[src/rtl/core/ttw_pkg.sv]
package ttw_pkg;

	// Screen geometry
	localparam int SCREEN_COLS = 80;
	localparam int SCREEN_ROWS = 25;
	localparam int CELL_COUNT  = SCREEN_ROWS * SCREEN_COLS;

	localparam int ROW_W  = $clog2(SCREEN_ROWS);
	localparam int COL_W  = $clog2(SCREEN_COLS);
	localparam int ADDR_W = $clog2(CELL_COUNT);

	// Port widths
	localparam int CELL_W    = 16;
	localparam int CHAR_W    = 8;
	localparam int IN_ROW_W  = 5;
	localparam int IN_COL_W  = 7;
	localparam int OUT_ROW_W = 5;
	localparam int OUT_COL_W = 7;

	localparam logic [CHAR_W-1:0] NEWLINE_CODE = 8'h0A;
	localparam logic [CHAR_W-1:0] BLANK_CODE   = 8'h20;
	localparam logic [CHAR_W-1:0] RESET_ATTR   = 8'h0F;
	localparam logic [CELL_W-1:0] RESET_CELL   = {RESET_ATTR, BLANK_CODE};

	localparam int CMDQ_DEPTH = 2;
	localparam int CMDQ_PTR_W = $clog2(CMDQ_DEPTH);
	localparam int CMDQ_CNT_W = $clog2(CMDQ_DEPTH + 1);

	localparam int RESQ_DEPTH = 2;
	localparam int RESQ_PTR_W = $clog2(RESQ_DEPTH);
	localparam int RESQ_CNT_W = $clog2(RESQ_DEPTH + 1);

	typedef logic [ROW_W-1:0]  row_t;
	typedef logic [COL_W-1:0]  col_t;
	typedef logic [ADDR_W-1:0] addr_t;
	typedef logic [CELL_W-1:0] cell_t;

	typedef enum logic [1:0] {
		OP_PUT,
		OP_NEWLINE,
		OP_READ,
		OP_READ_OOR
	} op_kind_t;

	typedef enum logic [1:0] {
		BK_CLEAR,
		BK_RUN,
		BK_FILL
	} back_state_t;

	// Work handed from the front to the back
	typedef struct packed {
		logic                 wr_en;
		logic                 rd_en;
		addr_t                addr;
		cell_t                wr_cell;
		logic                 fill;
		row_t                 fill_row;
		logic [CHAR_W-1:0]    attr;
		logic [OUT_ROW_W-1:0] cursor_row;
		logic [OUT_COL_W-1:0] cursor_col;
		logic                 scrolled;
	} cmd_t;

	typedef struct packed {
		cell_t                entry;
		logic [OUT_ROW_W-1:0] cursor_row;
		logic [OUT_COL_W-1:0] cursor_col;
		logic                 scrolled;
	} res_t;

	function automatic addr_t cell_addr(input row_t row, input col_t col);
		return ADDR_W'(32'(row) * 32'(SCREEN_COLS) + 32'(col));
	endfunction

	// Map a screen row to a row of the store, which rotates by one row per scroll
	function automatic row_t wrap_row(input row_t row, input row_t top);
		logic [ROW_W:0] sum;
		sum = {1'b0, row} + {1'b0, top};
		if (sum >= (ROW_W + 1)'(SCREEN_ROWS)) begin
			sum = sum - (ROW_W + 1)'(SCREEN_ROWS);
		end
		return sum[ROW_W-1:0];
	endfunction

endpackage

[src/rtl/core/ttw_cmd_queue.sv]
module ttw_cmd_queue import ttw_pkg::*; (
	input  logic clk,
	input  logic arst_n,
	input  logic wr_en,
	input  cmd_t wr_cmd,
	output logic q_full,
	input  logic rd_en,
	output cmd_t rd_cmd,
	output logic q_empty
);

	cmd_t                  mem_q [CMDQ_DEPTH];
	logic [CMDQ_PTR_W-1:0] wptr_q;
	logic [CMDQ_PTR_W-1:0] rptr_q;
	logic [CMDQ_CNT_W-1:0] cnt_q;
	logic                  do_wr;
	logic                  do_rd;

	assign q_full  = (cnt_q == CMDQ_CNT_W'(CMDQ_DEPTH));
	assign q_empty = (cnt_q == '0);
	assign do_wr   = wr_en && !q_full;
	assign do_rd   = rd_en && !q_empty;
	assign rd_cmd  = mem_q[rptr_q];

	always_ff @(posedge clk or negedge arst_n) begin
		if (!arst_n) begin
			wptr_q <= '0;
			rptr_q <= '0;
			cnt_q  <= '0;
		end else begin
			if (do_wr) begin
				wptr_q <= (wptr_q == CMDQ_PTR_W'(CMDQ_DEPTH - 1)) ? '0 : wptr_q + 1'b1;
			end
			if (do_rd) begin
				rptr_q <= (rptr_q == CMDQ_PTR_W'(CMDQ_DEPTH - 1)) ? '0 : rptr_q + 1'b1;
			end
			if (do_wr && !do_rd) begin
				cnt_q <= cnt_q + 1'b1;
			end else if (do_rd && !do_wr) begin
				cnt_q <= cnt_q - 1'b1;
			end
		end
	end

	always_ff @(posedge clk) begin
		if (do_wr) begin
			mem_q[wptr_q] <= wr_cmd;
		end
	end

endmodule

[config.mk]
export PLATFORM = sky130hd
export DESIGN_NAME = ttw_cmd_queue
export DESIGN_NICKNAME = d
export VERILOG_FILES = /design/src/rtl/core/ttw_pkg.sv /design/src/rtl/core/ttw_cmd_queue.sv
export SDC_FILE = /design/constraint.sdc
export NUM_CORES = 1
export LEC_CHECK = 0
export BUFFER_PORTS_ARGS = -buffer_cell sky130_fd_sc_hd__clkbuf_2
export CAP_MARGIN = 40
export CORE_MARGIN = 3
export CORE_UTILIZATION = 44
export CTS_CLUSTER_SIZE = 25
export DETAILED_ROUTE_END_ITERATION = 16
export PLACE_DENSITY = 0.66
export SLEW_MARGIN = 20
export SYNTH_ARGS = -nofsm -noshare
export SYNTH_HDL_FRONTEND = slang
export SYNTH_SLANG_ARGS = --single-unit
export TNS_END_PERCENT = 100
[constraint.sdc]
create_clock -name clk -period 6.2 [get_ports clk]
set_clock_uncertainty 0.1 [all_clocks]
set_input_delay 1.55 -clock clk [delete_from_list [all_inputs] [get_ports clk]]
set_output_delay 1.55 -clock clk [all_outputs]
set_load 0.03 [all_outputs]
### Word level (Yosys, flattened, before mapping)

Memory sizes are Yosys's and may differ from the RTL's.
Cells that the tools add are included.

* register bits: 4
* RAM bits: 112
* output and inout port bits: 58
* memories kept: 1

Memories
* mem_q: words 2, width 56, read ports 1, clocked after memory_dff 0, wr ports 1, RTL line ttw_cmd_queue.sv:12 `cmd_t mem_q [CMDQ_DEPTH];`

* add/subtract/negate cells: 4
* equal/unequal tests: 1
* multiplexer cells: 6
* reductions and logical operators: 10

Operators by type and width (number)
* $logic_and 1x1->1: 4
* $logic_not 1->1: 4
* $mux 1: 4
* $mux 2: 2
* $add 1x1->1 const B: 2
* $add 2x1->2 const B: 1
* $eq 2x2->1 const B: 1
* $logic_not 2->1: 1
* $reduce_bool 2->1: 1
* $sub 2x1->2 const B: 1

### Longest topological paths before layout

* depth in word-level cells: 7
* mapped depth: 7
* depth with buffers taken out: 7

### Worst setup path after synthesis

OpenSTA, ideal clock, no wires.

* kind: input port to flip-flop
* start: input port wr_en
* end: memory mem_q[0][0] in the netlist's numbering, enable pin
* arrival: 3984 ps
* required time: 5630 ps
* setup slack: 1646 ps
* stages: 2
* path buffers: 0
* cells stage by stage: nand2_1 > nor2_1

* cells in the longest elaborated chain, start to end: 3

RTL lines
* start: declaration: RTL line ttw_cmd_queue.sv:4 `input logic wr_en,`
* $logic_and 1x1->1: RTL line ttw_cmd_queue.sv:21 `assign do_wr = wr_en && !q_full;`
* $mux 1: RTL line ttw_cmd_queue.sv:46 `if (do_wr) begin`
* $mux 1 (not written as such): RTL line ttw_cmd_queue.sv:47 `mem_q[wptr_q] <= wr_cmd;`
* end: declaration: RTL line ttw_cmd_queue.sv:12

No other way between the ends.

==> flow_summary.yaml <==
floorplanning:
  design.die.area_mm2: 0.0111
  initial_core_util: 0.463
  pin_count: 118
  core_area_mm2: 0.00942
  die_w_um: 106
  num_rows: 35
  fp.dieH_um: 106
yosys:
  ys_seq_area_frac: 0.795
  synth_cell_types: 15
  synth.avg_cell_area_um2: 22.6
  syn_inst: 193
  synth_area_mm2: 0.00436
  synthTopCellsByArea: "edfxtp_1 (77%), mux2_4 (10%), mux2_2 (6.7%), dfrtp_1 (2.3%), buf_6 (1.0%)"
  synth_fp_nets: 254
  ys_warn_count: 0
  yosys_register_bits: 116
  synth_area_leader_cell: "edfxtp_1"
  synth_top_area_frac: 0.772
min_path:
  hp-start: "cnt_q[1]$_DFFE_PN0P_"
  min_path_type: "flop to flop"
cells_and_area:
  post-route-util: 0.601
  final_nets: 387
  n_antenna_cell: 0
  drive_gt1_frac: 0.611
  syn_to_final_growth_pct: 29.9
  layout_commonest_cell: "clkbuf_2"
  final_cell_mix: "clkbuf_2 (117), edfxtp_1 (112), mux2_4 (30)"
global_routing:
  met3_usage: 0.0655
  grt.met2_usage: 0.225
  overflow: 0
  grt_pass1_vias: 2398
  met1_usage: 0.158
  grt_pass1_wl_um: 11700
  antenna_found_initial: 0
  grt_max_degree: 42
  busiest_layer: "met2"
  grt_usage: 0.139
power:
  power_frac_comb: 0.338
  switching_share: 0.341
  seq_power_share: 0.373
  power.total_mw: 3.09
  clkPwrFrac: 0.289
  p_sw_mw: 1.05
  power_leakage_nw: 2.26
  power.internal_mw: 2.04
  ir_drop_uv: 335
  power_density_mw_per_mm2: 546
cts:
  postCtsHoldBufs: 0
  clkTransAtPathRegs_ns: 0.05
  cts_buffer_depth: 2
  post_cts_buffers: 0
  cts_resized: 0
  cts_tree: "built"
  cts_buffers: 17
  cts_root_buffer: "clkbuf_8"
  cts.sinks: 116
  clock_latency_ns: 0.49
  cts_max_level: 4
placement:
  gp_congestion: 0.708
  dp_hpwl_um: 4640
  port_buffers: 117
drt:
  num_vias: 2198
  ant_nets: 0
  wire_per_inst_um: 15.7
  drt_first_iter_violations: 74
  wl_um: 7350
  drc: 0
  drtPass1Iterations: 4
  avgViaCountPerCell: 4.70
setup_path:
  r2r_start: "cnt_q[0]$_DFFE_PN0P_"
  critPathCapture: "rd_cmd[47]"
  crit_path_start_kind: "flop"
  crit_path_end_kind: "output pin"
  cp.arrival_ns: 2.01
  r2r_cells: 4
  reg2reg_to: "mem_q[0][51]$_DFFE_PP_"
  crit_required_ns: 4.55
  rrSetupSlack_ns: 3.84
  cp-startpoint: "rptr_q$_DFFE_PN0P_"
  path_class: "flop to output pin"
  cp_max_fo: 40
sta:
  finalSetupViolations: 0
  rsz0062_at_grt: "false"
  post-route-period-util: 0.591
  fmax_mhz: 273
  period_minus_slack_ns: 3.66
  tightest_slew_ns: 0.662
  drv_slew: 0
  hold_viol: 0
  relSlewSlack: 0.558
  hold_ws_ns: 0.431
  setup-tns-final_ns: 0
status:
  status: "finished clean"
job:
  drv_cap: 0
-- registers in the layout, indices dropped and copies added, names as in the netlist --
register	cells
cnt_q	2
mem_q	112
rptr_q	1
wptr_q	1
-- cell usage after synthesis (all sizes together) --
library cell,count
nand2b,1
ha,1
nor2,3
inv,2
edfxtp,112
o21ai,1
xnor2,3
and3,1
nand2,1
buf,6
mux2,56
xor2,2
dfrtp,4
-- per-stage QoR --
step / cell area (um2) / instances / setup slack (ns)
3_3_place_gp: 5080 / 435 / 2.85
3_5_place_dp: 5100 / 436 / 2.79
4_1_cts: 5660 / 468 / 2.49
2_1_floorplan: 4360 / 193 / 1.65
6_report: 5660 / 468 / 2.54
5_1_grt: 5660 / 468 / 2.45
-- worst max-delay path, cell delays in order, from the launching register on --
cell and delay, ns:
dfrtp_4 0.63, buf_16 0.31, mux2_2 0.39, clkbuf_2 0.19
-- worst min path at each step --
stage | cells past startpoint | slack (ns) | end
after detailed placement | 1 | 0.41 | cnt_q[1]$_DFFE_PN0P_
after floorplan | 1 | 0.36 | wptr_q$_DFFE_PN0P_
after global routing | 1 | 0.44 | cnt_q[1]$_DFFE_PN0P_
after CTS | 1 | 0.42 | cnt_q[1]$_DFFE_PN0P_
final | 1 | 0.43 | cnt_q[1]$_DFFE_PN0P_
after global placement | 1 | 0.40 | cnt_q[1]$_DFFE_PN0P_
-- final cells by class --
cell class	count	area [um2]
Sequential cell	116	3470
Clock buffer	19	422
Timing Repair Buffer	120	628
Tap cell	129	161
Clock inverter	13	136
Inverter	2	7.51
Multi-Input combinational cell	69	841
Fill cell	720	3750
-- power by group through the flow --
stage               Combinational, mW  Sequential [mW]  Clock (mW)
CTS                              1.06             1.16       0.915
detailed placement               1.06             1.17           0
finish                           1.04             1.15       0.894
floorplan                       0.832             1.14           0
global placement                0.978             1.22           0
global route                     1.11             1.17       0.949
-- layer usage --
layer,up-vias,routed length (um)
li1,1038,-
met3,7,673
met2,83,3600
met1,1070,3010
met5,-,0
met4,0,66
-- cell families (layout without fill, tap and decap cells) --
kind of cell / after synthesis / count (layout) / synth area share
simple gates: 6 / 6 / 0.00632
compound gates: 1 / 1 / 0.00115
xor+xnor: 5 / 5 / 0.0101
fa+ha+maj: 1 / 1 / 0.00287
mux: 56 / 56 / 0.171
buf+inv: 8 / 154 / 0.0144
flops: 116 / 116 / 0.795
(Power assumes the default switching activity.)
