### src/rtl/core/ttw_pkg.sv
package ttw_pkg;

	// Screen geometry
	localparam int SCREEN_COLS = 80;
	localparam int SCREEN_ROWS = 25;
	localparam int CELL_COUNT  = SCREEN_ROWS * SCREEN_COLS;

	localparam int ROW_W  = $clog2(SCREEN_ROWS);
	localparam int COL_W  = $clog2(SCREEN_COLS);
	localparam int ADDR_W = $clog2(CELL_COUNT);

	// Port widths
	localparam int CELL_W    = 16;
	localparam int CHAR_W    = 8;
	localparam int IN_ROW_W  = 5;
	localparam int IN_COL_W  = 7;
	localparam int OUT_ROW_W = 5;
	localparam int OUT_COL_W = 7;

	localparam logic [CHAR_W-1:0] NEWLINE_CODE = 8'h0A;
	localparam logic [CHAR_W-1:0] BLANK_CODE   = 8'h20;
	localparam logic [CHAR_W-1:0] RESET_ATTR   = 8'h0F;
	localparam logic [CELL_W-1:0] RESET_CELL   = {RESET_ATTR, BLANK_CODE};

	localparam int CMDQ_DEPTH = 2;
	localparam int CMDQ_PTR_W = $clog2(CMDQ_DEPTH);
	localparam int CMDQ_CNT_W = $clog2(CMDQ_DEPTH + 1);

	localparam int RESQ_DEPTH = 2;
	localparam int RESQ_PTR_W = $clog2(RESQ_DEPTH);
	localparam int RESQ_CNT_W = $clog2(RESQ_DEPTH + 1);

	typedef logic [ROW_W-1:0]  row_t;
	typedef logic [COL_W-1:0]  col_t;
	typedef logic [ADDR_W-1:0] addr_t;
	typedef logic [CELL_W-1:0] cell_t;

	typedef enum logic [1:0] {
		OP_PUT,
		OP_NEWLINE,
		OP_READ,
		OP_READ_OOR
	} op_kind_t;

	typedef enum logic [1:0] {
		BK_CLEAR,
		BK_RUN,
		BK_FILL
	} back_state_t;

	// Work handed from the front to the back
	typedef struct packed {
		logic                 wr_en;
		logic                 rd_en;
		addr_t                addr;
		cell_t                wr_cell;
		logic                 fill;
		row_t                 fill_row;
		logic [CHAR_W-1:0]    attr;
		logic [OUT_ROW_W-1:0] cursor_row;
		logic [OUT_COL_W-1:0] cursor_col;
		logic                 scrolled;
	} cmd_t;

	typedef struct packed {
		cell_t                entry;
		logic [OUT_ROW_W-1:0] cursor_row;
		logic [OUT_COL_W-1:0] cursor_col;
		logic                 scrolled;
	} res_t;

	function automatic addr_t cell_addr(input row_t row, input col_t col);
		return ADDR_W'(32'(row) * 32'(SCREEN_COLS) + 32'(col));
	endfunction

	// Map a screen row to a row of the store, which rotates by one row per scroll
	function automatic row_t wrap_row(input row_t row, input row_t top);
		logic [ROW_W:0] sum;
		sum = {1'b0, row} + {1'b0, top};
		if (sum >= (ROW_W + 1)'(SCREEN_ROWS)) begin
			sum = sum - (ROW_W + 1)'(SCREEN_ROWS);
		end
		return sum[ROW_W-1:0];
	endfunction

endpackage

### src/rtl/core/ttw_front.sv
module ttw_front import ttw_pkg::*; (
	input  logic                 clk,
	input  logic                 arst_n,
	input  logic                 push,
	input  logic                 stall,
	output logic                 full,
	input  logic                 command,
	input  logic [CHAR_W-1:0]    char_code,
	input  logic [CHAR_W-1:0]    attribute,
	input  logic [IN_ROW_W-1:0]  read_row,
	input  logic [IN_COL_W-1:0]  read_col,
	output logic                 cmd_valid,
	output cmd_t                 cmd
);

	row_t     row_q;
	col_t     col_q;
	row_t     top_q;
	row_t     row_d;
	col_t     col_d;
	row_t     top_d;
	op_kind_t kind;
	logic     rd_in_range;
	logic     adv_row;
	logic     scroll;

	assign full      = stall;
	assign cmd_valid = push && !stall;

	assign rd_in_range = (32'(read_row) < 32'(SCREEN_ROWS))
		&& (32'(read_col) < 32'(SCREEN_COLS));

	always_comb begin
		if (command) begin
			kind = rd_in_range ? OP_READ : OP_READ_OOR;
		end else if (char_code == NEWLINE_CODE) begin
			kind = OP_NEWLINE;
		end else begin
			kind = OP_PUT;
		end
	end

	always_comb begin
		row_d   = row_q;
		col_d   = col_q;
		top_d   = top_q;
		adv_row = 1'b0;
		scroll  = 1'b0;
		cmd     = '0;

		case (kind)
			OP_PUT: begin
				cmd.wr_en   = 1'b1;
				cmd.addr    = cell_addr(wrap_row(row_q, top_q), col_q);
				cmd.wr_cell = {attribute, char_code};
				adv_row     = (col_q == COL_W'(SCREEN_COLS - 1));
				col_d       = adv_row ? '0 : col_q + 1'b1;
			end
			OP_NEWLINE: begin
				adv_row = 1'b1;
				col_d   = '0;
			end
			OP_READ: begin
				cmd.rd_en = 1'b1;
				cmd.addr  = cell_addr(wrap_row(ROW_W'(read_row), top_q), COL_W'(read_col));
			end
			default: begin
			end
		endcase

		// Past the last row: rotate the store by one row, cursor stays on the last row
		if (adv_row) begin
			if (row_q == ROW_W'(SCREEN_ROWS - 1)) begin
				scroll = 1'b1;
				top_d  = (top_q == ROW_W'(SCREEN_ROWS - 1)) ? '0 : top_q + 1'b1;
			end else begin
				row_d = row_q + 1'b1;
			end
		end

		cmd.fill       = scroll;
		cmd.fill_row   = top_q;
		cmd.attr       = attribute;
		cmd.scrolled   = scroll;
		cmd.cursor_row = OUT_ROW_W'(row_d);
		cmd.cursor_col = OUT_COL_W'(col_d);
	end

	always_ff @(posedge clk or negedge arst_n) begin
		if (!arst_n) begin
			row_q <= '0;
			col_q <= '0;
			top_q <= '0;
		end else if (cmd_valid) begin
			row_q <= row_d;
			col_q <= col_d;
			top_q <= top_d;
		end
	end

endmodule

### config.mk
export PLATFORM = sky130hd
export DESIGN_NAME = ttw_front
export DESIGN_NICKNAME = d
export VERILOG_FILES = /design/src/rtl/core/ttw_pkg.sv /design/src/rtl/core/ttw_front.sv
export SDC_FILE = /design/constraint.sdc
export NUM_CORES = 1
export LEC_CHECK = 0
export ABC_CLOCK_PERIOD_IN_PS = 4420
export BUFFER_PORTS_ARGS = -buffer_cell sky130_fd_sc_hd__buf_4
export CORE_UTILIZATION = 47
export DETAILED_ROUTE_END_ITERATION = 12
export PLACE_DENSITY = 0.78
export SLEW_MARGIN = 20
export SYNTH_ARGS = -nofsm -noshare
export SYNTH_HDL_FRONTEND = slang
export SYNTH_SLANG_ARGS = --single-unit
### constraint.sdc
create_clock -name clk -period 4.42 [get_ports clk]
set_clock_uncertainty 0.2 [all_clocks]
set_input_delay 0.221 -clock clk [delete_from_list [all_inputs] [get_ports clk]]
set_output_delay 0.221 -clock clk [all_outputs]
set_load 0.01 [all_outputs]
=== Word level (Yosys, flattened, before mapping) ===
Index checks and enable logic that the tools add are counted.

* Register bits after elaboration: 17
* Latch bits: 0
* Memory bits (writable): 0
* ROM bits: 0
* Input port bits: 33
* Output and inout bits: 58
* Word-level logic and storage cells: 48
* Memories: 0

* $add $sub $neg: 9
* $mul: 2
* Divide/modulo/power cells: 0
* Order comparisons: 4
* Equality and inequality tests: 6
* Shifts and indexed selects: 0
* Multiplexer cells: 19
* Bitwise logic cells: 0
* Reductions and logical operators: 5

{| class="wikitable"
|+ Operator list
! cell !! number
|-
| $mux 5 || 7
|-
| $add 11x7->11 || 2
|-
| $pmux 11 s2 || 1
|-
| $mux 16 || 1
|-
| $mul 5x3->7 const B || 2
|-
| $pmux 7 s2 || 1
|-
| $add 5x5->6 || 2
|-
| $ge 6x5->1 const B || 2
|-
| $add 5x1->5 const B || 2
|-
| $eq 5x5->1 const B || 2
|-
| $sub 5x5->5 const B || 2
|-
| $eq 8x4->1 const B || 1
|-
| $add 7x1->7 const B || 1
|-
| $eq 7x7->1 const B || 1
|-
| $lt 7x7->1 const B || 1
|-
| $mux 7 || 1
|-
| $mux 1 || 6
|-
| $lt 5x5->1 const B || 1
|-
| $reduce_and 3->1 || 1
|-
| $eq 2x1->1 const B || 1
|-
| $eq 2x2->1 const B || 1
|-
| $logic_and 1x1->1 || 2
|-
| $logic_not 2->1 || 1
|-
| $mux 2 || 1
|-
| other kinds (2) || 2
|}

=== Logic depth before layout (Yosys ltp) ===
Gate-level depths: netlist of the first run.

* Depth in word-level cells: 9
* Mapped depth: 21
* Mapped depth without buffers: 21

=== Worst setup path after synthesis of the first run ===
OpenSTA, ideal clock, no wires.

* Kind: register to output
* Start point: register top_q[0]
* End point: output port cmd[53] (netlist bit)
* Data arrival time: 4.369 ns
* Required time: 3.999 ns
* Setup slack: -0.370 ns
* Cell stages (with the launch flop): 19
* Path buffers: 0
* Cell sequence: dfrtp_1 ha_1 fa_1 inv_1 ha_1 inv_1 nor3_1 o41ai_2 o31ai_1 xnor2_1 ha_1 ha_1 inv_1 fa_1 or2_2 a21oi_1 a2bb2oi_1 xor2_1 o22ai_1

{| class="wikitable"
|+ RTL lines
! element !! RTL line !! source
|-
| start: declaration || ttw_front.sv:18 || <nowiki>row_t top_q;</nowiki>
|-
| start signal: assignment || ttw_front.sv:97 || <nowiki>top_q <= top_d;</nowiki>
|-
| end: declaration || ttw_front.sv:13 || <nowiki>output cmd_t cmd</nowiki>
|}

==> qor.yml, run 1 <==
layout:
  final_nets: 546
  synthToLayoutAreaGrowth_pct: 55.20
  final_util_pct: 76.13
  fill_cells: 399
  antenna_cells: 0
  drive_gt1_share_pct: 47.55
  fin_cells: 541
grt:
  grt_pass1_wl_um: 12600
  use_met1_pct: 30.01
  met3_usage_pct: 1.047
  grt_max_degree: 19
  overflow: 0
  grt.busiest_layer: "met2"
  grtUsageMet2_pct: 49.30
  antenna_found_initial: 0
  grt_pass1_vias: 2823
  grt.total_usage_pct: 25.29
hold_path:
  hold_class: "in -> async"
routing:
  drc: 0
  ant_nets: 0
  vias_per_cell: 5.372
  routedWlPerCell_um: 15.08
  dr.pass1.iters: 4
  drt-initial-drc-count: 120
  wl_um: 8158
  vias: 2906
sta:
  final-setup-viol-count: 3
  period_share_pct: 115.0
  drv_slew: 0
  fmax_ghz: 0.1967
  slew_headroom_pct: 45.88
  fin_ws_ps: -663.2
  setup_tns_ps: -1409
  hold_viol_final: 0
  min_period_ps: 5083
  worst_pin_slew_ps: 808.8
  rsz0062_at_grt: "true"
  holdWs_ps: 157.2
power_and_ir_drop:
  comb_power_share_pct: 64.6
  peakVddDrop_mv: 0.1667
  p_sw_share_pct: 39.33
  power_switching_uw: 338.7
  leakage_nw: 2.058
  sequentialPowerShare_pct: 21.9
  p_per_area_nw_per_um2: 204.2
  power.share.clock_pct: 13.6
  p_int_uw: 522.4
cts:
  clock_latency_ps: 250
  cts_tree: "yes"
  cts_sinks: 17
  clkTransAtPathRegs_ps: 70
  cts_inserted_buffers: 3
  ctsHtreeMaxLevel: 1
  cts_root_buffer: "clkbuf_8"
  cts.path.max_buffers: 2
placed_design:
  portBuffers: 90
  place.gp.congestion: 0.8596
  dp_hpwl_um: 6054
  dp.cells: 527
critical_path:
  cp.arrival_ps: 4660
  setup.worst_path.start: "top_q[0]"
  worst_setup_path_end_kind: "output port"
  cp.required_ps: 4000
  rrSetupSlack_ps: 1880
  critical_path_class: "reg -> out"
  r2r_start: "col_q[0]"
  rr_worst_depth: 7
  critical_path.max_fanout: 6
  cp-start-kind: "register"
yosys:
  yosysWarningCount: 0
  synth_seq_area_share_pct: 15.65
  ys_seq_elements: 17
  synth_edf_count: 0
  synthesis.nets: 409
  yosys.area.top_type: "ha_1"
  ys_async_sr_fraction_pct: 100.0
  syn_inst: 333
  synth_area_sq_um: 2718
  synth_most_common_cell: "ha_1"
  synth.top_cell.area_share_pct: 17.03
  netlist_top_cells_count: "ha_1, nand2_1, inv_1, nor2_1, o21ai_0"
  synth_area_leaders: "ha_1, dfrtp_1, xor2_1"
  synth-main-ff-cell: "dfrtp_1"
  avgSynthCellArea_sq_um: 8.161
  synth_cell_types: 54
floorplan:
  die_w_um: 78.04
  dieArea_sq_um: 6090
  die_y_um: 78.04
  row_count: 27
  io_pins: 91
  start_util_pct: 49.05
  core_area_sq_um: 5540
flow_run:
  drv_cap: 0
run_status:
  failed_checks: "negative setup slack"
  status: "finished, violations left"
kinds of logic after synthesis:
| kind of cell | Yosys count | synth area share, % |
|---|---|---|
| simple gates | 119 | 24.45 |
| compound gates | 81 | 20.72 |
| fa+ha+maj | 43 | 21.45 |
| buf+inv | 41 | 7.228 |
| xor+xnor | 29 | 9.346 |
| flops | 17 | 15.65 |
| mux | 3 | 1.151 |
flip-flops by register name (all words and copies together) (netlist names):
register  cells
row_q         5
col_q         7
top_q         5
worst paths after layout:
kind                            endpoint
worst min register to register  col_q[1]
worst max-delay path             cmd[53]
worst max register to register  row_q[2]
worst min-delay path            col_q[0]
min in group clk                col_q[0]
max in group asynchronous       top_q[0]
metrics by stage:
step	area (sq um)	total power, mW	worst slack, ps
floorplan	2796	0.4471	-192.3
global placement	3824	0.6456	-308.8
detailed placement	3824	0.6617	-526.4
CTS	4075	0.8190	-581.3
global route	4218	0.9193	-836.5
finish	4218	0.8611	-663.2
routing by layer:
layer	wire length [um]	part of all wire [%]
met1	3411	42
met2	4440	54
met3	211	2.6
met4	95	1.2
met5	0	0
worst max-delay path, cell delays in order (launching register included):
cell	delay (ps)
dfrtp_2	430
ha_4	170
fa_2	420
inv_2	90
ha_4	130
inv_2	30
or2_4	220
o221ai_2	180
nand3b_1	240
o31ai_2	140
xnor2_1	120
ha_1	340
ha_4	180
inv_2	50
fa_1	450
nor2b_2	230
o211ai_1	140
mux2i_1	140
nand2_1	100
o211ai_1	120
xnor2_1	240
o22ai_2	120
buf_4	160
final cells by class:
class	instances	area (sq um)	share of cell area, %
clock buffers	3	41.29	0.9789
clock inverters	1	5.005	0.1187
inverters	24	92.59	2.195
multi-input cells	275	2429	57.58
flip-flops and latches	17	427.9	10.15
well taps	72	90.09	2.136
repair buffers	149	1132	26.85
power by group through the flow:
stage          Combinational (mW)  Sequential, mW  Clock [mW]
2_1_floorplan               0.261           0.186           0
3_3_place_gp                0.456           0.190           0
3_5_place_dp                0.472           0.190           0
4_1_cts                     0.514           0.187       0.118
5_1_grt                     0.600           0.190       0.130
6_report                    0.556           0.188       0.117
layout by cell type, fill, tap and decap left out, types with 4 or more instances in the layout:
cell type,count
nor2_1,20
dfrtp_1,15
inv_2,5
fa_2,5
buf_4,145
ha_1,26
a21oi_1,7
xor2_1,15
nand2_1,33
o31ai_1,4
and2_1,12
inv_1,16
nor3_1,4
nand2b_1,4
a21o_1,7
ha_4,8
nand3_1,7
xnor2_1,9
nor2b_1,10
o22ai_1,6
o21ai_0,14
a22o_1,7
repair_timing:
| action | 4_1_cts | 5_1_grt |
|---|---|---|
| buffers inserted | 10 | 3 |
| gates resized for setup | 37 | 24 |
| pin swaps | 27 | 26 |
| hold endpoints to repair | 17 | 0 |
| endpoints found under the setup margin | 4 | 5 |
| hold buffers | 1 | 0 |
No activity file was read; power rests on OpenSTA's default activity.
==> inputs of run 2 (changes only) <==
BUFFER_PORTS_ARGS = unset   (was -buffer_cell sky130_fd_sc_hd__buf_4)
CORE_UTILIZATION = 55   (was 47)
DONT_BUFFER_PORTS = 1   (was unset)
GPL_ROUTABILITY_DRIVEN = 0   (was unset)
PLACE_DENSITY = 0.73   (was 0.78)
SLEW_MARGIN = 0   (was 20)
==> qor.yml, run 2 (synthesis gave the netlist of run 1 again) <==
run_status:
  status: "finished, violations left"
  failed_checks: "negative setup slack"
routing:
  dr.pass1.iters: 4
  routedWlPerCell_um: 15.64
  ant_nets: 0
  vias_per_cell: 5.676
  drt-initial-drc-count: 109
  drc: 0
  vias: 2509
  wl_um: 6913
layout:
  final_cell_mix: "buf_4, nand2_1, ha_1, nor2_1"
  synthToLayoutAreaGrowth_pct: 26.70
  regMostFlops: "col_q"
  final_util_pct: 72.90
  reg.largest.list: "col_q: 7 flops, row_q: 5 flops, top_q: 5 flops"
  fill_cells: 361
  antenna_cells: 0
  mostFrequentLayoutCell: "buf_4"
  drive_gt1_share_pct: 32.00
  largest_reg_flops: 7
  final_area_sq_um: 3443
  final_nets: 452
cts:
  cts.path.max_buffers: 2
  clkTransAtPathRegs_ps: 60
  cts_sinks: 17
  clock_latency_ps: 260
  ctsHtreeMaxLevel: 1
  cts_tree: "yes"
  cts_root_buffer: "clkbuf_8"
  cts_inserted_buffers: 3
sta:
  hold_viol_final: 0
  rsz0062_at_grt: "true"
  min_period_ps: 4842
  fin_ws_ps: -421.6
  slew_headroom_pct: 43.38
  period_share_pct: 109.5
  drv_slew: 0
  worst_pin_slew_ps: 846.1
  final-setup-viol-count: 3
  fmax_ghz: 0.2065
placed_design:
  dpl_cell_area_sq_um: 3097
  portBuffers: 0
  dp_hpwl_um: 5207
critical_path:
  worst_setup_path_end_kind: "output port"
  critical_path.max_fanout: 3
  critical-path-max-stage-delay_ps: 520
  crit_chain: "buf_4 > ha_4 > fa_1 > inv_2 > ha_4 > inv_2 > nor3_2 > o41ai_4 > o31ai_2 > xnor2_1 > ha_1 > ha_4 > inv_2 > fa_2 > or2_4 > buf_4 > nor2_2 > a2bb2oi_2 > xor2_1 > o22ai_2"
  crit_slowest_cell: "fa_1"
  cp.required_ps: 4000
  critPathBufInv: 5
  cp-start-kind: "register"
  critical_path_class: "reg -> out"
  critical_path.top_delay_family: "adder cells"
  cp.arrival_ps: 4420
power_and_ir_drop:
  leakage_nw: 1.566
  p_per_area_nw_per_um2: 212.7
  power.total_uw: 732.3
  peakVddDrop_mv: 0.1370
floorplan:
  die_w_um: 72.29
  start_util_pct: 57.54
  core_area_sq_um: 4723
  dieArea_sq_um: 5226
  row_count: 25
  die_y_um: 72.29
  io_pins: 91
grt:
  grt_pass1_wl_um: 10940
  antenna_found_initial: 0
  grt_max_degree: 19
  overflow: 0
  grt.total_usage_pct: 26.25
  grt_pass1_vias: 2489
flow_run:
  drv_cap: 0
hold_path:
  hold_class: "in -> reg"
[run 2: cell count changes in the layout (fill, tap and decap cells not counted), moves of 2 or more]
cell,previous run,this run
o22ai_1,6,3
fa_1,1,4
buf_4,145,50
o22ai_2,1,4
xnor2_1,9,11
inv_2,5,7
fa_2,5,2
[run 2: cell type report]
class	instances	area [sq um]	share of cell area (%)
inverter	24	90.09	2.616
tap	67	83.83	2.435
multi-input combinational	275	2366	68.71
clock inverter	1	5.005	0.1453
timing repair buffer	55	429.2	12.46
sequential	17	427.9	12.43
clock buffer	3	41.29	1.199
[run 2: worst paths after layout]
check	slack [ps]	end	cells after the start	start
min in group asynchronous	280	col_q[1]	1	arst_n
worst max register to register	1660	row_q[2]	7	col_q[0]
max in group asynchronous	3180	top_q[0]	1	arst_n
worst min register to register	380	top_q[3]	2	top_q[2]
worst min-delay path	90	top_q[0]	4	command
worst max-delay path	-420	cmd[53]	20	top_q[0]
[run 2: routing by layer]
layer / wire length (um) / up-vias / track usage, %
li1: - / 1242 / -
met1: 2848 / 1183 / 32.90
met2: 3645 / 71 / 46.83
met3: 282 / 13 / 2.917
met4: 137 / 0 / 8.715
met5: 0 / - / 0
[run 2: metrics by stage]
stage                     hold WS (ps)  cells  TNS (ps)  setup slack [ps]
after floorplan                 -274.6    333    -192.3            -192.3
after global placement          -274.3    426    -291.1            -239.0
after detailed placement        -274.4    426    -549.1            -451.0
after CTS                        98.27    441    -838.0            -418.5
after global routing             117.2    442     -1626            -657.5
final                            94.60    442    -865.6            -421.6
[run 2: timing repair]
item / in CTS / in global routing
resized for setup: 30 / 17
buffers inserted: 10 / 1
hold buffers: 2 / 0
endpoints found under the setup margin: 3 / 5
pin swaps: 27 / 9
hold endpoints to repair: 18 / 0
[run 2: power breakdown]
part | switching (mW) | internal [mW] | leakage [nW] | total (mW)
clock | 0.0564 | 0.0627 | 0.0255 | 0.119
combinational | 0.223 | 0.202 | 1.32 | 0.424
sequential | 0.0202 | 0.169 | 0.224 | 0.189
total | 0.299 | 0.433 | 1.57 | 0.732
[run 2: worst reg2reg max path: cells and delay by family, from the launching register on]
family                     cells  cell delay [ps]
and+or+nand+nor                2              890
AOI/OAI and AO/OA              3              690
DFF                            1              470
adders and majority gates      1              240
muxes                          1              230
